--- src/hw/rtl/tpco_pkg.sv ---
// Shared types, widths and helper functions for the three-point angle sorter.
package tpco_pkg;

    localparam int COORD_WIDTH = 16;
    localparam int PROD_WIDTH  = 2 * COORD_WIDTH;
    localparam int NUM_FIELDS  = 6;
    localparam int PAYLOAD_W   = NUM_FIELDS * COORD_WIDTH;
    localparam int TDATA_W     = ((PAYLOAD_W + 7) / 8) * 8;

    typedef logic signed [COORD_WIDTH-1:0] t_coord;
    typedef logic [COORD_WIDTH-1:0]        t_mag;
    typedef logic [PROD_WIDTH-1:0]         t_prod;

    typedef struct packed {
        t_coord x;
        t_coord y;
    } t_pt;

    typedef enum logic [2:0] {
        Q_ORIGIN = 3'd0,
        Q_ONE    = 3'd1,
        Q_TWO    = 3'd2,
        Q_THREE  = 3'd3,
        Q_FOUR   = 3'd4
    } t_quad;

    function automatic t_quad quad_of(input t_pt p);
        t_quad q;
        q = Q_ORIGIN;
        if (p.x > 0 && p.y >= 0) begin
            q = Q_ONE;
        end else if (p.x <= 0 && p.y > 0) begin
            q = Q_TWO;
        end else if (p.x < 0 && p.y <= 0) begin
            q = Q_THREE;
        end else if (p.x >= 0 && p.y < 0) begin
            q = Q_FOUR;
        end
        return q;
    endfunction

    // |v| fits in COORD_WIDTH unsigned bits, including the most negative value
    function automatic t_mag mag_of(input t_coord v);
        t_coord neg;
        neg = -v;
        return v[COORD_WIDTH-1] ? t_mag'(neg) : t_mag'(v);
    endfunction

endpackage

--- src/hw/rtl/three_point_ccw_order.sv ---
// Top level: sorts a triple of 2D points counter-clockwise by polar angle.
// A user's view: one point triple is taken per beat and the sorted triple comes out
// after passing through three compare-exchange steps, pairs (1,2), (1,3), (2,3), each
// two register stages deep (cross products, then the exchange); a new triple can be
// accepted every cycle unless backpressure stalls the pipeline. Points on the origin
// sort first; within a quadrant points order by slope without division. Backpressure
// stalls each stage only when it holds data, so bubbles are squeezed out.
module three_point_ccw_order (
    input  logic                         i_clk,
    input  logic                         i_rst_n,
    input  logic                         s_axis_tvalid,
    output logic                         s_axis_tready,
    // first_x, first_y, second_x, second_y, third_x, third_y
    input  logic [tpco_pkg::TDATA_W-1:0] s_axis_tdata,
    output logic                         m_axis_tvalid,
    input  logic                         m_axis_tready,
    // sorted_first_x, sorted_first_y, sorted_second_x, sorted_second_y,
    // sorted_third_x, sorted_third_y
    output logic [tpco_pkg::TDATA_W-1:0] m_axis_tdata
);
    import tpco_pkg::*;

    t_pt  p0_0, p0_1, p0_2;
    t_pt  p1_0, p1_1, p1_2;
    t_pt  p2_0, p2_1, p2_2;
    t_pt  p3_0, p3_1, p3_2;
    logic v1, v2, rd1, rd2;

    assign p0_0.x = t_coord'(s_axis_tdata[0*COORD_WIDTH +: COORD_WIDTH]);
    assign p0_0.y = t_coord'(s_axis_tdata[1*COORD_WIDTH +: COORD_WIDTH]);
    assign p0_1.x = t_coord'(s_axis_tdata[2*COORD_WIDTH +: COORD_WIDTH]);
    assign p0_1.y = t_coord'(s_axis_tdata[3*COORD_WIDTH +: COORD_WIDTH]);
    assign p0_2.x = t_coord'(s_axis_tdata[4*COORD_WIDTH +: COORD_WIDTH]);
    assign p0_2.y = t_coord'(s_axis_tdata[5*COORD_WIDTH +: COORD_WIDTH]);

    // pair (1,2)
    tpco_cex u_cex_12 (
        .i_clk   (i_clk),
        .i_rst_n (i_rst_n),
        .i_valid (s_axis_tvalid),
        .o_ready (s_axis_tready),
        .i_a     (p0_0),
        .i_b     (p0_1),
        .i_c     (p0_2),
        .o_valid (v1),
        .i_ready (rd1),
        .o_a     (p1_0),
        .o_b     (p1_1),
        .o_c     (p1_2)
    );

    // pair (1,3)
    tpco_cex u_cex_13 (
        .i_clk   (i_clk),
        .i_rst_n (i_rst_n),
        .i_valid (v1),
        .o_ready (rd1),
        .i_a     (p1_0),
        .i_b     (p1_2),
        .i_c     (p1_1),
        .o_valid (v2),
        .i_ready (rd2),
        .o_a     (p2_0),
        .o_b     (p2_2),
        .o_c     (p2_1)
    );

    // pair (2,3)
    tpco_cex u_cex_23 (
        .i_clk   (i_clk),
        .i_rst_n (i_rst_n),
        .i_valid (v2),
        .o_ready (rd2),
        .i_a     (p2_1),
        .i_b     (p2_2),
        .i_c     (p2_0),
        .o_valid (m_axis_tvalid),
        .i_ready (m_axis_tready),
        .o_a     (p3_1),
        .o_b     (p3_2),
        .o_c     (p3_0)
    );

    always_comb begin
        m_axis_tdata = '0;
        m_axis_tdata[PAYLOAD_W-1:0] = {p3_2.y, p3_2.x, p3_1.y, p3_1.x, p3_0.y, p3_0.x};
    end

endmodule

--- src/hw/rtl/tpco_cex.sv ---
// One compare-exchange step: stage one forms quadrants, magnitudes and cross products,
// stage two decides the exchange and registers the reordered points.
module tpco_cex (
    input  logic         i_clk,
    input  logic         i_rst_n,
    input  logic         i_valid,
    output logic         o_ready,
    input  tpco_pkg::t_pt i_a,
    input  tpco_pkg::t_pt i_b,
    input  tpco_pkg::t_pt i_c,
    output logic         o_valid,
    input  logic         i_ready,
    output tpco_pkg::t_pt o_a,
    output tpco_pkg::t_pt o_b,
    output tpco_pkg::t_pt o_c
);
    import tpco_pkg::*;

    logic  r_va, r_vb;
    logic  rdy_a, rdy_b;
    t_pt   r_a1, r_b1, r_c1;
    t_quad r_qa, r_qb;
    t_mag  r_ax1, r_ay1, r_ax2, r_ay2;
    t_prod r_l, r_r;
    t_pt   r_a2, r_b2, r_c2;
    t_mag  ax1, ay1, ax2, ay2;
    logic  swap;

    assign rdy_b   = !r_vb || i_ready;
    assign rdy_a   = !r_va || rdy_b;
    assign o_ready = rdy_a;
    assign o_valid = r_vb;
    assign o_a     = r_a2;
    assign o_b     = r_b2;
    assign o_c     = r_c2;

    assign ax1 = mag_of(i_a.x);
    assign ay1 = mag_of(i_a.y);
    assign ax2 = mag_of(i_b.x);
    assign ay2 = mag_of(i_b.y);

    always_ff @(posedge i_clk) begin
        if (!i_rst_n) begin
            r_va <= 1'b0;
            r_vb <= 1'b0;
        end else begin
            if (rdy_a) begin
                r_va <= i_valid;
            end
            if (rdy_b) begin
                r_vb <= r_va;
            end
        end
    end

    always_ff @(posedge i_clk) begin
        if (rdy_a && i_valid) begin
            r_a1  <= i_a;
            r_b1  <= i_b;
            r_c1  <= i_c;
            r_qa  <= quad_of(i_a);
            r_qb  <= quad_of(i_b);
            r_ax1 <= ax1;
            r_ay1 <= ay1;
            r_ax2 <= ax2;
            r_ay2 <= ay2;
            r_l   <= ay1 * ax2;
            r_r   <= ay2 * ax1;
        end
    end

    // slope compare by cross products; a full tie swaps unless both x are zero
    always_comb begin
        swap = 1'b0;
        if (r_qa < r_qb) begin
            swap = 1'b0;
        end else if (r_qb < r_qa) begin
            swap = 1'b1;
        end else if (r_ax1 == '0 && r_ax2 == '0) begin
            swap = r_ay1 > r_ay2;
        end else if (r_qa == Q_ONE || r_qa == Q_THREE) begin
            if (r_l != r_r) begin
                swap = r_l > r_r;
            end else begin
                swap = r_ax1 >= r_ax2;
            end
        end else if (r_ax1 == '0) begin
            swap = 1'b0;
        end else if (r_ax2 == '0) begin
            swap = 1'b1;
        end else if (r_l != r_r) begin
            swap = r_l < r_r;
        end else begin
            swap = r_ay1 >= r_ay2;
        end
    end

    always_ff @(posedge i_clk) begin
        if (rdy_b && r_va) begin
            r_a2 <= swap ? r_b1 : r_a1;
            r_b2 <= swap ? r_a1 : r_b1;
            r_c2 <= r_c1;
        end
    end

endmodule

--- config.mk ---
export PLATFORM = sky130hd
export DESIGN_NAME = three_point_ccw_order
export DESIGN_NICKNAME = d
export VERILOG_FILES = /design/src/hw/rtl/tpco_pkg.sv /design/src/hw/rtl/three_point_ccw_order.sv /design/src/hw/rtl/tpco_cex.sv
export SDC_FILE = /design/constraint.sdc
export NUM_CORES = 2
export LEC_CHECK = 0
export BUFFER_PORTS_ARGS = -buffer_cell sky130_fd_sc_hd__buf_4
export CAP_MARGIN = 20
export CORE_AREA = 2 2 431 433
export CTS_BUF_LIST = sky130_fd_sc_hd__clkbuf_4
export DETAILED_ROUTE_END_ITERATION = 8
export DIE_AREA = 0 0 433 435
export GPL_ROUTABILITY_DRIVEN = 0
export PLACE_DENSITY = 0.63
export SYNTH_ARGS = -nofsm -noshare
export SYNTH_HDL_FRONTEND = slang
export SYNTH_SLANG_ARGS = --single-unit
--- constraint.sdc ---
create_clock -name i_clk -period 50.8 [get_ports i_clk]
set_clock_uncertainty 0.05 [all_clocks]
set_input_delay 7.62 -clock i_clk [delete_from_list [all_inputs] [get_ports i_clk]]
set_output_delay 7.62 -clock i_clk [all_outputs]
set_load 0.01 [all_outputs]
## Yosys cells after proc, flatten, opt, wreduce, memory -nomap -nowiden

Cells that the tools add are included.

| cells by class | value |
|---|---|
| add/subtract/negate cells | 12 |
| multipliers | 6 |
| magnitude comparators | 69 |
| eq/ne operators | 9 |
| mux-type cells | 60 |
| reductions and logical operators | 60 |

Operators with widths:

| cell | number |
|---|---|
| $ge A16 B1 Y1 const B | 12 |
| $gt A16 B1 Y1 const B | 12 |
| $le A16 B1 Y1 const B | 12 |
| $lt A16 B1 Y1 const B | 12 |
| $mul A16 B16 Y32 | 6 |
| $mux W16 | 12 |
| $mux W32 | 6 |
| $neg A16 Y16 | 12 |
| $ge A16 B16 Y1 | 6 |
| $gt A32 B32 Y1 | 3 |
| $logic_not A16 Y1 | 6 |
| $lt A32 B32 Y1 | 3 |
| $ne A32 B32 Y1 | 3 |
| $gt A16 B16 Y1 | 3 |
| $logic_and A1 B1 Y1 | 33 |
| $mux W1 | 24 |
| $mux W2 | 12 |
| $lt A3 B3 Y1 | 6 |
| $mux W3 | 6 |
| $reduce_or A3 Y1 | 6 |
| $eq A3 B1 Y1 const B | 3 |
| $eq A3 B2 Y1 const B | 3 |
| $logic_or A1 B1 Y1 | 9 |
| $logic_not A1 Y1 | 6 |

| word-level totals | value |
|---|---|
| register bits | 984 |
| input port bits | 100 |
| word-level logic and storage cells | 288 |

## Logic depth before layout (Yosys ltp)

| logic depth | value |
|---|---|
| depth in word-level cells | 9 |
| depth in mapped cells | 33 |
| gate-level depth less buffers | 32 |

## By module

A second synthesis with hierarchy kept.

| second synthesis, totals | value |
|---|---|
| cell total of the unflattened synthesis | 8514 |
| area total of the unflattened synthesis | 90659.4 sq um |

By module, submodules not included:

| module | instances | cells each | area an instance (sq um) |
|---|---|---|---|
| tpco_cex (u_cex_12) | 1 | 2918 | 30514.3 |
| tpco_cex (u_cex_23) | 1 | 2796 | 30192.7 |
| tpco_cex (u_cex_13) | 1 | 2800 | 29952.5 |

## Worst setup path after synthesis

Ideal clock, no wire load.

| timing | value |
|---|---|
| kind | input-to-reg |
| start point | input port m_axis_tready |
| end point | register u_cex_23.r_a1[10] (netlist bit), enable pin |
| setup time | 1.159 ns |
| arrival | 23.969 ns |
| data required time | 49.591 ns |
| slack | 25.622 ns |
| stages on the path | 2 |
| path through | nor2b_1 > a21boi_0 |

| between the ends | value |
|---|---|
| longest elaborated chain between the ends | 3 |

RTL lines:

| element | line | text |
|---|---|---|
| start, declared | three_point_ccw_order.sv:16 | `input logic m_axis_tready,` |
| $logic_or A1 B1 Y1 | tpco_cex.sv:29 | `assign rdy_b = !r_vb \|\| i_ready;` |
| $logic_or A1 B1 Y1 | tpco_cex.sv:30 | `assign rdy_a = !r_va \|\| rdy_b;` |
| $logic_and A1 B1 Y1 | tpco_cex.sv:57 | `if (rdy_a && i_valid) begin` |
| end signal, assigned | tpco_cex.sv:58 | `r_a1 <= i_a;` |
| end, declared | tpco_cex.sv:21 | `t_pt r_a1, r_b1, r_c1;` |

No other way between the ends.
A chain may end at the register's enable or synchronous reset.

## Final worst setup path

| timing | value |
|---|---|
| start point | input port m_axis_tready |
| end point | output port s_axis_tready |

| between the ends | value |
|---|---|
| longest elaborated chain between the ends | 6 |

RTL lines:

| element | line | text |
|---|---|---|
| $logic_or A1 B1 Y1 | tpco_cex.sv:29 |  |
| $logic_or A1 B1 Y1 | tpco_cex.sv:30 |  |
| $logic_or A1 B1 Y1 | tpco_cex.sv:29 |  |
| $logic_or A1 B1 Y1 | tpco_cex.sv:30 |  |
| $logic_or A1 B1 Y1 | tpco_cex.sv:29 |  |
| $logic_or A1 B1 Y1 | tpco_cex.sv:30 |  |
| end, declared | three_point_ccw_order.sv:12 | `output logic s_axis_tready,` |

No other way between the ends.

==> run metrics <==
status=complete, no violations; syn nets=roughly 10000; wirelength, routed=250000 um; Sink Count=972; RSZ-0062 raised after global routing=no; Synth Register Bits=972; DRC=0; area occupied by multi-input gates=53300 um2; pwr/cell area=65.9 nW/um2; minimum clock period=16.99 ns; register area=a little under 30000 um2; clk slew on worst S/H paths=0.06 ns; Mapped Area=89500 um2; Placement Cell Area=94400 um2; Worst Setup End Kind=output pin; Final HPWL DP=roughly 200000 um; Routed wire per std cell=21.9 um; hold slack=0.282 ns; DR vias/cell=~5.4; CTS tree=built; Port Buffers=197; post-synth cell types=75; WP data arrival=9.32 ns; fraction of layout cells with a size suffix above 1=10.8%; CTS H-tree lvls=5; Main synth FF type=edfxtp_1; Ports=198; full die area=188000 um2; pin count of the biggest net entering global routing=180; Setup Buffers After CTS=0; grt ovf=0; Final nets=10800; DRT antenna net count=0; routed vias=a little over 60000; initial antenna violation count=18; Yosys warning total=0; Worst-Margin Slew=1.27 ns; EDFF count, synth=966; final-report max-slew violation count=0; maximum clock rate=58.9 MHz; Setup Viol. Count Final=0; Post-Syn Instances=8323; total CTS buffers=283; Hold Fails Final Rpt=0; worst min path class=reg2reg; CP required=43.13 ns; Hold Buf Count CTS=0; CTS root buf=clkbuf_4; Final TNS setup=0 ns; fin crit share=between 30% and 40%; vias in the first global route=approximately 65000; Layout Area Growth over Synthesis=9.32%; Max Root-Sink Buffers=4; peak supply drop=approximately 0.15 mV; Placement Rows=approximately 160; overall die width=~430 um; post-cts sizing count=0; core area=184000 um2; Total GRT Usage=a little over a quarter; post-synthesis async set-or-reset flop share=0%; synthesized area per cell=approximately 11 um2; static leakage=45.7 nW; Detailed Route Iter0 Violations=roughly 4400; sequential area share after synthesis=32.5%; Filler cells=approximately 16000; max_slew headroom=14.1%; Initial Utilization=48.6%; global-route wire length before repair=381000 um; fin area=roughly 100000 um2; drt pass-1 iters=6; most frequent cells in the layout=1656 x inv_1, 1164 x fa_1, 966 x edfxtp_1; Clk Latency, worst-skew pair=1.35 ns; startpoint types=input port; max_cap viols=0; Crit Path Class=in2out; Chip Height=roughly 440 um; Crit Path Max Fanout=6; commonest non-fill, non-tap cell in the layout=inv_1
==> layer usage <==
layer | vias up | global-route usage [%] | share of wire [%]
li1 | 27700 | - | -
met1 | 31000 | 33.6 | 39
met2 | 2461 | 44.0 | 48
met3 | 596 | 5.85 | 7.7
met4 | 18 | 14.4 | 5.9
met5 | - | 0 | 0.046
==> power breakdown <==
group	switching (mW)	total [mW]	internal, mW
sequential	0.0404	1.21	1.17
clock	0.338	0.723	0.385
combinational	2.73	4.52	1.79
==> cell families (layout without fill, tap and decap cells) <==
| family | Yosys count | after routing | synth area share (%) |
|---|---|---|---|
| other | 0 | 16 | 0 |
| xor gates and xnor gates | 324 | 324 | 3.18 |
| AOI/OAI and AO/OA | 732 | 732 | 5.42 |
| adders and majority gates | 2001 | 2001 | 37.7 |
| and+or+nand+nor | 2195 | 2195 | 10.4 |
| muxes | 192 | 192 | 2.67 |
| DFF | 972 | 972 | 32.5 |
| buffers and inverters | 1907 | 2506 | 8.06 |
==> critical path, cell delays in order <==
cell and delay [ns]:
buf_4 0.11, nor2b_1 0.43, and3_1 0.32, and2_0 0.50
nand3_1 0.16, buf_4 0.17
==> path summary, 6_finish.rpt <==
path         depth (start not counted)         startpoint  slack (ns)          endpoint
max                                  6      m_axis_tready       33.81     s_axis_tready
min                                  0  u_cex_23.r_c1[18]        0.28  u_cex_23.o_c[18]
max reg2reg                         28    u_cex_13.o_b[0]       40.72  u_cex_23.r_r[31]
min reg2reg                          0  u_cex_23.r_c1[18]        0.28  u_cex_23.o_c[18]
==> final cells by class <==
cell class | instances | share of cell area (%)
tap | 2480 | 3.17
antenna | 16 | 0.0409
multi-input combinational | 5444 | 54.4
inverter | 1721 | 6.60
sequential | 972 | 29.8
timing repair buffer | 325 | 2.53
clock buffer | 386 | 2.96
clock inverter | 74 | 0.486
==> sequential cells by signal (all words and copies together), names as in the netlist, 32 cells and up <==
| name | count |
|---|---|
| u_cex_13.r_l | 32 |
| u_cex_13.o_a | 32 |
| u_cex_13.o_b | 32 |
| u_cex_12.o_a | 32 |
| u_cex_23.o_a | 32 |
| u_cex_12.r_l | 32 |
| u_cex_23.o_b | 32 |
| u_cex_12.o_c | 32 |
| u_cex_12.r_r | 32 |
| u_cex_12.r_c1 | 32 |
| u_cex_13.r_r | 32 |
| u_cex_23.r_c1 | 32 |
| u_cex_13.o_c | 32 |
| u_cex_23.r_l | 32 |
| u_cex_23.r_r | 32 |
| u_cex_23.o_c | 32 |
| u_cex_13.r_c1 | 32 |
| u_cex_12.o_b | 32 |
==> metrics by stage <==
stage / power [mW] / std cells / setup slack, ns / util [%]
finish: 6.45 / 11400 / 33.81 / 53.2
global route: 7.08 / 11400 / 33.63 / 53.2
CTS: 6.50 / 11400 / 33.79 / 53.1
detailed placement: 5.73 / 10900 / 33.76 / 51.3
global placement: 5.67 / 10900 / 33.84 / 51.3
floorplan: 4.42 / 8323 / 25.62 / -
==> Yosys cell counts, drive strengths merged (35+ instances only) <==
cell | count | area share [%]
o21ai | 125 | 0.70
edfxtp | 966 | 32
nor4 | 40 | 0.28
a21oi | 181 | 1.0
nand2 | 936 | 3.9
a21o | 138 | 1.2
nor2 | 815 | 3.4
o31ai | 35 | 0.29
fa | 1164 | 26
nand4 | 56 | 0.39
nand3 | 49 | 0.28
clkinv | 60 | 0.25
o21a | 60 | 0.50
nor2b | 38 | 0.27
xnor2 | 180 | 1.8
nand2b | 51 | 0.36
xor2 | 144 | 1.4
nor3 | 42 | 0.23
inv | 1661 | 7.0
ha | 837 | 12
clkbuf | 172 | 0.72
and2 | 79 | 0.55
mux2 | 192 | 2.7
Power figures use the tool's default switching activity.
